File: src/rtl/ird_pkg.sv
// Shared constants, types and register indexes for the radix digit expander.
`default_nettype none
package ird_pkg;

    localparam int MAX_DIGITS = 64;
    localparam int DIGIT_BITS = 16;
    localparam int VALUE_W    = 63;
    localparam int RADIX_W    = DIGIT_BITS + 1;
    localparam int COUNT_W    = $clog2(MAX_DIGITS + 1);
    localparam int COL_W      = (MAX_DIGITS > 1) ? $clog2(MAX_DIGITS) : 1;
    localparam int BIT_CNT_W  = $clog2(VALUE_W);
    localparam int CFG_IDX_W  = 2;
    localparam int CFG_DATA_W = RADIX_W;

    localparam logic [RADIX_W-1:0] RADIX_MIN = RADIX_W'(2);
    localparam logic [RADIX_W-1:0] RADIX_MAX = RADIX_W'(1) << DIGIT_BITS;

    localparam logic [CFG_IDX_W-1:0] REG_RADIX       = CFG_IDX_W'(0);
    localparam logic [CFG_IDX_W-1:0] REG_DIGIT_COUNT = CFG_IDX_W'(1);
    localparam logic [CFG_IDX_W-1:0] REG_MSB_FIRST   = CFG_IDX_W'(2);

    typedef enum logic [2:0] {
        ST_IDLE,
        ST_DIVIDE,
        ST_STORE,
        ST_EMIT,
        ST_DRAIN
    } ird_state_t;

    typedef struct packed {
        logic load;
        logic div_step;
        logic store_digit;
        logic emit_read;
    } ird_cmd_t;

    typedef struct packed {
        logic bit_done;
        logic digits_done;
        logic emit_last;
    } ird_status_t;

endpackage
`default_nettype wire

File: src/rtl/ird_ctrl.sv
// Sequencer: divide, store each digit, then read the row out.
`default_nettype none
module ird_ctrl (
    input  wire logic                clk,
    input  wire logic                rst_n,
    input  wire logic                start,
    input  wire ird_pkg::ird_status_t status,
    output ird_pkg::ird_cmd_t        cmd,
    output logic                     busy
);
    import ird_pkg::*;

    ird_state_t state_reg;
    ird_state_t state_next;

    always_ff @(posedge clk or negedge rst_n)
    begin
        if (!rst_n)
        begin
            state_reg <= ST_IDLE;
        end
        else
        begin
            state_reg <= state_next;
        end
    end

    always_comb
    begin
        state_next = state_reg;
        cmd        = '0;
        busy       = 1'b1;
        case (state_reg)
            ST_IDLE:
            begin
                busy = 1'b0;
                if (start)
                begin
                    cmd.load   = 1'b1;
                    state_next = ST_DIVIDE;
                end
            end
            ST_DIVIDE:
            begin
                cmd.div_step = 1'b1;
                if (status.bit_done)
                begin
                    state_next = ST_STORE;
                end
            end
            ST_STORE:
            begin
                cmd.store_digit = 1'b1;
                state_next = status.digits_done ? ST_EMIT : ST_DIVIDE;
            end
            ST_EMIT:
            begin
                cmd.emit_read = 1'b1;
                if (status.emit_last)
                begin
                    state_next = ST_DRAIN;
                end
            end
            ST_DRAIN:
            begin
                // last word on the outputs this cycle
                state_next = ST_IDLE;
            end
            default:
            begin
                state_next = ST_IDLE;
            end
        endcase
    end

endmodule
`default_nettype wire

File: src/rtl/ird_datapath.sv
// Bit-serial divider, digit buffer and readout pipeline.
`default_nettype none
module ird_datapath (
    input  wire logic                              clk,
    input  wire logic                              rst_n,
    input  wire ird_pkg::ird_cmd_t                 cmd,
    input  wire logic [ird_pkg::VALUE_W-1:0]       value_in,
    input  wire logic [ird_pkg::RADIX_W-1:0]       radix_eff,
    input  wire logic [ird_pkg::COL_W-1:0]         last_col,
    input  wire logic                              msb_first,
    output ird_pkg::ird_status_t                   status,
    output logic                                   out_valid,
    output logic [ird_pkg::DIGIT_BITS-1:0]         out_digit,
    output logic [ird_pkg::COL_W-1:0]              out_col,
    output logic                                   out_last
);
    import ird_pkg::*;

    logic [VALUE_W-1:0]    quot_reg;
    logic [DIGIT_BITS-1:0] rem_reg;
    logic [BIT_CNT_W-1:0]  bit_cnt_reg;
    logic [COL_W-1:0]      idx_reg;
    logic [COL_W-1:0]      emit_col_reg;

    logic                  out_valid_reg;
    logic [DIGIT_BITS-1:0] out_digit_reg;
    logic [COL_W-1:0]      out_col_reg;
    logic                  out_last_reg;

    logic [DIGIT_BITS-1:0] digit_mem [MAX_DIGITS];

    logic [RADIX_W-1:0]    rem_sh;
    logic [RADIX_W-1:0]    rem_sub;
    logic                  fits;
    logic [DIGIT_BITS-1:0] rem_next;
    logic [VALUE_W-1:0]    quot_next;
    logic [COL_W-1:0]      rd_addr;

    // one restoring step: shift in the next dividend bit, subtract if it fits
    always_comb
    begin
        rem_sh    = {rem_reg, quot_reg[VALUE_W-1]};
        rem_sub   = rem_sh - radix_eff;
        fits      = (rem_sh >= radix_eff);
        rem_next  = fits ? rem_sub[DIGIT_BITS-1:0] : rem_sh[DIGIT_BITS-1:0];
        quot_next = {quot_reg[VALUE_W-2:0], fits};
        rd_addr   = msb_first ? (last_col - emit_col_reg) : emit_col_reg;
    end

    assign status.bit_done    = (bit_cnt_reg == BIT_CNT_W'(VALUE_W - 1));
    assign status.digits_done = (idx_reg == last_col);
    assign status.emit_last   = (emit_col_reg == last_col);

    always_ff @(posedge clk or negedge rst_n)
    begin
        if (!rst_n)
        begin
            bit_cnt_reg   <= '0;
            idx_reg       <= '0;
            emit_col_reg  <= '0;
            out_valid_reg <= 1'b0;
        end
        else
        begin
            if (cmd.load || cmd.store_digit)
            begin
                bit_cnt_reg <= '0;
            end
            else if (cmd.div_step)
            begin
                bit_cnt_reg <= bit_cnt_reg + BIT_CNT_W'(1);
            end

            if (cmd.load)
            begin
                idx_reg <= '0;
            end
            else if (cmd.store_digit)
            begin
                idx_reg <= idx_reg + COL_W'(1);
            end

            if (cmd.load)
            begin
                emit_col_reg <= '0;
            end
            else if (cmd.emit_read)
            begin
                emit_col_reg <= emit_col_reg + COL_W'(1);
            end

            out_valid_reg <= cmd.emit_read;
        end
    end

    always_ff @(posedge clk)
    begin
        if (cmd.load)
        begin
            quot_reg <= value_in;
            rem_reg  <= '0;
        end
        else if (cmd.div_step)
        begin
            quot_reg <= quot_next;
            rem_reg  <= rem_next;
        end
        else if (cmd.store_digit)
        begin
            rem_reg <= '0;
        end

        out_col_reg  <= emit_col_reg;
        out_last_reg <= (emit_col_reg == last_col);
    end

    // digit buffer
    always_ff @(posedge clk)
    begin
        if (cmd.store_digit)
        begin
            digit_mem[idx_reg] <= rem_reg;
        end
        out_digit_reg <= digit_mem[rd_addr];
    end

    assign out_valid = out_valid_reg;
    assign out_digit = out_digit_reg;
    assign out_col   = out_col_reg;
    assign out_last  = out_last_reg;

endmodule
`default_nettype wire

File: src/rtl/integer_to_radix_digits.sv
// Radix digit expander top level: configuration registers, sequencer and datapath.
// After start, each of the n digits (n = digit count) is divided out and stored before the first digit word,
// then one digit word per cycle; busy drops the cycle after the last word.
// A new value is taken only when idle, after the last word; all digits come from the
// one-bit-per-cycle restoring divider shared by all digits.
// Reset: asynchronous, active low; registers return to radix 2, 8 digits, LSB first.
// The receiver cannot stall: each word is shown for exactly one cycle.
`default_nettype none
module integer_to_radix_digits (
    input  wire logic                                 clk,
    input  wire logic                                 rst_n,
    input  wire logic                                 start,
    output logic                                      busy,
    input  wire logic [ird_pkg::VALUE_W-1:0]          value,
    input  wire logic                                 cfg_valid,
    output logic                                      cfg_ready,
    input  wire logic [ird_pkg::CFG_IDX_W-1:0]        cfg_index,
    input  wire logic [ird_pkg::CFG_DATA_W-1:0]       cfg_data,
    output logic                                      digit_valid,
    output logic [ird_pkg::DIGIT_BITS-1:0]            digit,
    output logic [ird_pkg::COL_W-1:0]                 column,
    output logic                                      last
);
    import ird_pkg::*;

    logic [RADIX_W-1:0] radix_reg;
    logic [COUNT_W-1:0] digit_count_reg;
    logic               msb_first_reg;

    logic [RADIX_W-1:0] radix_eff;
    logic [COUNT_W-1:0] count_eff;
    logic [COL_W-1:0]   last_col;

    ird_cmd_t    cmd;
    ird_status_t status;

    // config writes are always taken; the user must write the block only while idle (not enforced)
    assign cfg_ready = 1'b1;

    always_ff @(posedge clk or negedge rst_n)
    begin
        if (!rst_n)
        begin
            radix_reg       <= RADIX_W'(2);
            digit_count_reg <= COUNT_W'(8);
            msb_first_reg   <= 1'b0;
        end
        else if (cfg_valid && cfg_ready)
        begin
            case (cfg_index)
                REG_RADIX:       radix_reg       <= cfg_data[RADIX_W-1:0];
                REG_DIGIT_COUNT: digit_count_reg <= cfg_data[COUNT_W-1:0];
                REG_MSB_FIRST:   msb_first_reg   <= cfg_data[0];
                default:
                begin
                end
            endcase
        end
    end

    // clamp radix to 2..2^DIGIT_BITS and count to 1..MAX_DIGITS
    always_comb
    begin
        if (radix_reg < RADIX_MIN)
        begin
            radix_eff = RADIX_MIN;
        end
        else if (radix_reg > RADIX_MAX)
        begin
            radix_eff = RADIX_MAX;
        end
        else
        begin
            radix_eff = radix_reg;
        end

        if (digit_count_reg == '0)
        begin
            count_eff = COUNT_W'(1);
        end
        else if (digit_count_reg > COUNT_W'(MAX_DIGITS))
        begin
            count_eff = COUNT_W'(MAX_DIGITS);
        end
        else
        begin
            count_eff = digit_count_reg;
        end
    end

    // highest column index of the row
    assign last_col = COL_W'(count_eff - COUNT_W'(1));

    ird_ctrl u_ctrl (
        .clk    (clk),
        .rst_n  (rst_n),
        .start  (start),
        .status (status),
        .cmd    (cmd),
        .busy   (busy)
    );

    ird_datapath u_datapath (
        .clk       (clk),
        .rst_n     (rst_n),
        .cmd       (cmd),
        .value_in  (value),
        .radix_eff (radix_eff),
        .last_col  (last_col),
        .msb_first (msb_first_reg),
        .status    (status),
        .out_valid (digit_valid),
        .out_digit (digit),
        .out_col   (column),
        .out_last  (last)
    );

endmodule
`default_nettype wire
File: config.mk
export PLATFORM = sky130hd
export DESIGN_NAME = integer_to_radix_digits
export DESIGN_NICKNAME = d
export VERILOG_FILES = /design/src/rtl/ird_pkg.sv /design/src/rtl/ird_ctrl.sv /design/src/rtl/ird_datapath.sv /design/src/rtl/integer_to_radix_digits.sv
export SDC_FILE = /design/constraint.sdc
export NUM_CORES = 1
export LEC_CHECK = 0
export BUFFER_PORTS_ARGS = -buffer_cell sky130_fd_sc_hd__buf_2
export CAP_MARGIN = 30
export CORE_ASPECT_RATIO = 1.4
export CORE_MARGIN = 5
export CORE_UTILIZATION = 62
export CTS_CLUSTER_SIZE = 40
export DETAILED_ROUTE_END_ITERATION = 8
export GPL_TIMING_DRIVEN = 1
export PLACE_DENSITY = 0.79
export SLEW_MARGIN = 10
export SYNTH_ARGS = -nofsm -noshare
export SYNTH_HDL_FRONTEND = slang
export SYNTH_SLANG_ARGS = --single-unit
File: constraint.sdc
create_clock -name clk -period 6 [get_ports clk]
set_clock_uncertainty 0.05 [all_clocks]
set_input_delay 0.6 -clock clk [delete_from_list [all_inputs] [get_ports clk]]
set_output_delay 0.6 -clock clk [all_outputs]
set_load 0.02 [all_outputs]
Word level (Yosys, flattened, before mapping)
Memory sizes are Yosys's and may differ from the RTL's. A register that Yosys moved wholly into a read port is not among the register bits.
Cells that the tools add are included.
{"block": "totals", "register_bits": 133, "ramBits": 1024, "inputBits": 86, "out_inout_bits": 26, "elab_cells": 76, "memories": 1}
{"block": "classes", "addsub": 6, "n_lt_le_gt_ge": 4, "eq_ne": 11, "n_mux": 29, "reduce_logical": 13}
{"name": "u_datapath.digit_mem", "words": 64, "width": 16, "rd": 1, "rd_ports_with_merged_regs": 1, "wr": 1, "line_no": "ird_datapath.sv:30", "rtl": "logic [DIGIT_BITS-1:0] digit_mem [MAX_DIGITS];"}
{"operator": "63-bit 2-to-1 mux", "count": 2}
{"operator": "6-bit 2-to-1 mux", "count": 9}
{"operator": "16-bit 2-to-1 mux", "count": 3}
{"operator": "17-bit 2-to-1 mux", "count": 2}
{"operator": "6-bit by 1-bit adder with 6-bit output, second input constant", "count": 3}
{"operator": "17-bit greater-or-equal comparator", "count": 1}
{"operator": "17-bit greater-than comparator, second input constant", "count": 1}
{"operator": "17-bit by 2-bit < comparator with 1-bit output, second input constant", "count": 1}
{"operator": "16-bit subtractor", "count": 1}
{"operator": "6-bit == test", "count": 2}
{"operator": "3-bit one-hot mux with 4 select lines", "count": 1}
{"operator": "2-bit nonzero test", "count": 5}
{"operator": "3-bit 2-to-1 mux", "count": 3}
{"operator": "1-bit 2-to-1 mux", "count": 8}
{"operator": "7-bit greater-than comparator, second input constant", "count": 1}
{"operator": "7-bit logical NOT", "count": 1}
{"operator": "3-bit by 2-bit == test with 1-bit output, second input constant", "count": 2}
{"operator": "6-bit == test, second input constant", "count": 1}
{"operator": "2-bit inequality test, second input constant", "count": 3}
{"operator": "2-bit AND reduction", "count": 3}
{"operator": "6-bit by 1-bit subtractor with 6-bit output, second input constant", "count": 1}
{"operator": "6-bit subtractor", "count": 1}
{"operator": "3-bit by 1-bit == test with 1-bit output, second input constant", "count": 1}
{"operator": "3-bit logical NOT", "count": 1}
{"operator": "6 further kinds", "count": 6}

Depth between registers and ports, before layout
{"block": "depth", "ltp_word": 7, "mapped_depth": 19, "mapped_depth_nobuf": 17}

Cells and area by module
Synthesis repeated with hierarchy kept, for this count alone.
{"block": "hier_totals", "hier_cells": 3673, "hier_area_um2": 48831.8}
{"mod": "ird_datapath", "n_inst": 1, "cells_per_inst": 3553, "area_per_inst_um2": 47438.0, "seq_area_each_um2": 33897.5}
{"mod": "integer_to_radix_digits", "n_inst": 1, "cells_per_inst": 100, "area_per_inst_um2": 1234.9, "seq_area_each_um2": 628.1}
{"mod": "ird_ctrl", "n_inst": 1, "cells_per_inst": 20, "area_per_inst_um2": 158.9, "seq_area_each_um2": 75.1}

Least setup slack after synthesis
OpenSTA, ideal clock, no wires.
{"block": "synth_timing", "path_kind": "register to register", "startpoint": "register digit_count_reg[0]", "endpoint": "register u_datapath.out_digit_reg[10] (netlist: u_datapath.out_digit[10]), read port of u_datapath.digit_mem", "setup_time_ps": 134, "arrival_ps": 4237, "required_time_ps": 5816, "path_slack_ps": 1579, "stages_incl_launch_ff": 17, "path_buffers": 2, "synth_period_minus_slack_ps": 4421, "cell_sequence": "dfrtp_1 -> or3_1 -> or3_1 -> nor2_1 -> nor2_1 -> nor2_1 -> inv_1 -> ha_1 -> inv_1 -> fa_1 -> mux2i_1 -> clkbuf_1 -> clkbuf_1 -> mux4_2 -> a211oi_1 -> a21oi_1 -> mux4_2"}
{"block": "synth_via", "elab_chain_cells": 6, "word_cells_on_any_way": 7, "cone_classes": "2 x add/sub; 1 x order compare; 3 x mux; 1 x reduce/logical"}
{"element": "start: declaration", "line_no": "integer_to_radix_digits.sv:27", "rtl": "logic [COUNT_W-1:0] digit_count_reg;"}
{"element": "start signal: assignment", "line_no": "integer_to_radix_digits.sv:52", "rtl": "REG_DIGIT_COUNT: digit_count_reg <= cfg_data[COUNT_W-1:0];"}
{"element": "7-bit greater-than comparator", "line_no": "integer_to_radix_digits.sv:81", "rtl": "else if (digit_count_reg > COUNT_W'(MAX_DIGITS))"}
{"element": "6-bit 2-to-1 mux", "line_no": "integer_to_radix_digits.sv:81"}
{"element": "6-bit 2-to-1 mux *", "line_no": "integer_to_radix_digits.sv:77", "rtl": "if (digit_count_reg == '0)"}
{"element": "6-bit by 1-bit subtractor with 6-bit output *", "line_no": "integer_to_radix_digits.sv:92", "rtl": "assign last_col = COL_W'(count_eff - COUNT_W'(1));"}
{"element": "6-bit subtractor *", "line_no": "ird_datapath.sv:47", "rtl": "rd_addr = msb_first ? (last_col - emit_col_reg) : emit_col_reg;"}
{"element": "6-bit 2-to-1 mux *", "line_no": "ird_datapath.sv:47"}
{"element": "end: declaration", "line_no": "ird_datapath.sv:26", "rtl": "logic [DIGIT_BITS-1:0] out_digit_reg;"}
Every way passes the cells marked *; elsewhere a longest branch is shown, timed or not.
A chain may end at the register's enable or synchronous reset.

Final worst setup path
{"block": "layout_timing", "startpoint": "register digit_count_reg[0]", "endpoint": "register u_datapath.out_digit_reg[5] (netlist: u_datapath.out_digit[5]), read port of u_datapath.digit_mem"}
Same word-level chain as after synthesis.

==> metrics.yaml <==
status: "finished, final reports clean"
reg2reg_slack_ns: 0.44
post-route-min-period_ns: 5.56
slew_violations: 0
yosysUniqueCellTypes: 59
antenna_found_initial: 0
fillCellCount: 4329
rows: 119
start_kind: "flip-flop"
r2r_cells: 16
setup.worst_path.class: "reg2reg"
rsz0062_at_grt: "no"
hold_path_end: "radix_reg[16]"
clkSinkCount: 1173
synth_ff_type: "edfxtp_1"
seq_area_frac_synth_pct: 74.2
critPathArrivalTime_ns: 6.07
avgRoutedWirePerCell_um: 30.0
hold_depth: 3
hold_path.startpoint: "cfg_data[16]"
pin_count: 112
hp-class: "in2reg"
ctsResizeCount: 0
initial_core_util_pct: 62.3
async_flop_share_pct: 4.01
ys_ff_latch: 1173
synthesis.instances: 2457
areaGrowthSynthToFinish_pct: 13.3
synth_top_cell_by_area: "edfxtp_1"
clock_latency_ns: 0.69
synthesis.area_um2: 46600
worstPathMaxFanout: 78
hold-worst-slack_ns: 0.0874
vias: 24700
cts-htree-levels: 3
synthesis.yosys.warnings: 0
core_area_um2: 74900
hold_viol: 0
synth_edf_count: 1087
min_period_over_period_pct: 92.6
die_h_um: 334
max_stage_delay_ns: 0.63
ir_drop_v: 0.000451
wl_um: 112000
crit_top_cell: "nor2_1"
synth_top_area_share_pct: 70.0
cp.required_ns: 6.51
end_kind: "flip-flop"
io_buffer_count: 110
fp.dieW_um: 242
grt_max_degree: 79
cts.clk_slew.worst_paths_ns: 0.06
largest_register_ff_count: 1024
root_buffer: "clkbuf_16"
worst_slew_pin_slew_ns: 1.05
dieArea_um2: 80900
drt_drc_violations_left: 0
slew_headroom_pct: 30.2
syn_area_per_cell_um2: 19.0
drt_iter0_markers: 3028
synthTopCellsByArea: "edfxtp_1 70%, mux4_2 13%, dfrtp_1 2.4%, nand2_1 2.0%, mux2i_1 1.8%"
grt_pass1_wl_um: 165000
grt_use_total_pct: 27.6
p_leak_nw: 17.5
dp_hpwl_um: 66600
syn_nets: 2572
r2r-start: "digit_count_reg[0]"
powerDensity_nw_per_um2: 452
grt_pass1_vias: 25400
firstDrtPassIters: 6
gp_congestion: 0.842
finalSetupViolations: 0
path_cells: "or3_1 -> or3_1 -> nor2_1 -> nor2_1 -> nor2_1 -> inv_1 -> ha_1 -> inv_1 -> fa_1 -> mux2i_4 -> buf_12 -> mux4_2 -> nor2b_1 -> a211oi_1 -> a21oi_1 -> mux4_2"
cp_slowest_cell: "a211oi_1"
ant_nets: 0
layout-drive-gt1-share_pct: 27.4
via_per_inst: 6.62
layout.nets: 2789
cap_violations: 0
cts_tree: "built"
postLayoutCoreUtil_pct: 70.6
grt-ovfl-total: 0
cts_buffers: 102
finalSetupTns_ns: 0
timing.fmax_mhz: 180
diodes: 0
cts_max_path_buffers: 3
reg2reg_to: "u_datapath.out_digit[5]"
==> metal layers <==
| layer | vias to the layer above | share of wire [%] | GRT usage, % |
|---|---|---|---|
| li1 | 10200 | - | - |
| met3 | 278 | 9.4 | 4.64 |
| met5 | - | 0 | 0 |
| met4 | 0 | 5.8 | 14.7 |
| met1 | 12600 | 34 | 35.5 |
| met2 | 1558 | 50 | 46.0 |
==> stage by stage <==
| step | cells | worst slack, ns | instance area, um^2 | total power (W) |
|---|---|---|---|---|
| floorplan | 2457 | 1.58 | 46600 | 0.0147 |
| global placement | 3517 | 0.502 | 49000 | 0.0170 |
| detailed placement | 3529 | 0.466 | 49200 | 0.0172 |
| CTS | 3718 | 0.452 | 52700 | 0.0240 |
| global route | 3726 | 0.291 | 52800 | 0.0247 |
| finish | 3726 | 0.444 | 52800 | 0.0239 |
==> placed cells by master (no fill, tap or decap), types with 23 or more instances in the layout <==
cell	n
edfxtp_1	1087
mux4_2	272
nand2_1	253
buf_2	110
clkbuf_16	104
buf_4	95
mux2i_1	78
a21oi_1	77
nor2_1	76
nor2b_1	71
a211oi_1	64
dfrtp_1	45
o21ai_0	30
ha_1	27
mux2_2	25
nor2_2	24
dfxtp_1	23
==> synth_stat cells (all sizes together) (3+ instances only) <==
master  number
o21a         5
xnor2       19
a211oi      64
clkbuf      71
mux2        25
nand3       14
nand2      254
xor2        14
dfxtp       39
mux2i       82
nor4         5
and3         4
a21o         3
buf         57
nor2       101
nor3         7
nand2b       8
nor2b       71
inv         18
or3          5
a21boi       3
nand3b       5
nand4        4
a21oi       78
o21ai       40
ha          27
o41ai        3
edfxtp    1087
dfrtp       45
mux4       272
==> logic make-up (layout without fill, tap and decap cells) <==
family,after synthesis,in the layout,synth area share [%]
other,1,1,0.00804
AOI/OAI and AO/OA,212,212,2.89
muxes,379,379,15.5
and+or+nand+nor,484,484,4.56
adders and majority gates,29,29,0.810
buffers and inverters,146,447,1.36
xor gates and xnor gates,33,33,0.660
DFF,1173,1173,74.2
==> worst max path at each step <==
stage                             startpoint                       end  slack [ns]
final                     digit_count_reg[0]   u_datapath.out_digit[5]        0.44
after global placement    digit_count_reg[0]   u_datapath.out_digit[7]        0.50
after global routing      digit_count_reg[0]   u_datapath.out_digit[5]        0.29
after detailed placement  digit_count_reg[0]   u_datapath.out_digit[7]        0.47
after CTS                 digit_count_reg[0]   u_datapath.out_digit[5]        0.45
after floorplan           digit_count_reg[0]  u_datapath.out_digit[10]        1.58
==> critical path: cells and delay by family, from the launching register on <==
kind | cells | cell delay (ns)
multiplexers | 3 | 1.35
AND/OR/NAND/NOR | 6 | 1.32
buffers and inverters | 3 | 0.61
AO/OA/AOI/OAI | 2 | 0.88
flip-flops | 1 | 0.39
adder cells (fa/ha/maj) | 2 | 0.80
==> layout make-up <==
class / count / area [um^2] / area share, %
multi-input cells: 1138 / 11500 / 21.8
inverters: 18 / 67.6 / 0.128
well taps: 968 / 1210 / 2.29
repair buffers: 241 / 1930 / 3.64
clock buffers: 127 / 2790 / 5.28
clock inverters: 61 / 697 / 1.32
flip-flops and latches: 1173 / 34600 / 65.5
==> timing repair <==
action / 4_1_cts / 5_1_grt
setup endpoints to repair: 0 / 0
hold buffers: 1 / 0
buffers inserted: 0 / 0
endpoints found under the hold margin: 9 / 0
==> report_power, final <==
part	internal [W]	leakage (nW)	switching, W
registers	0.0104	10.8	0.000170
clock network	0.00384	1.69	0.00298
logic	0.00233	4.97	0.00421
Power figures use the tool's default switching activity.
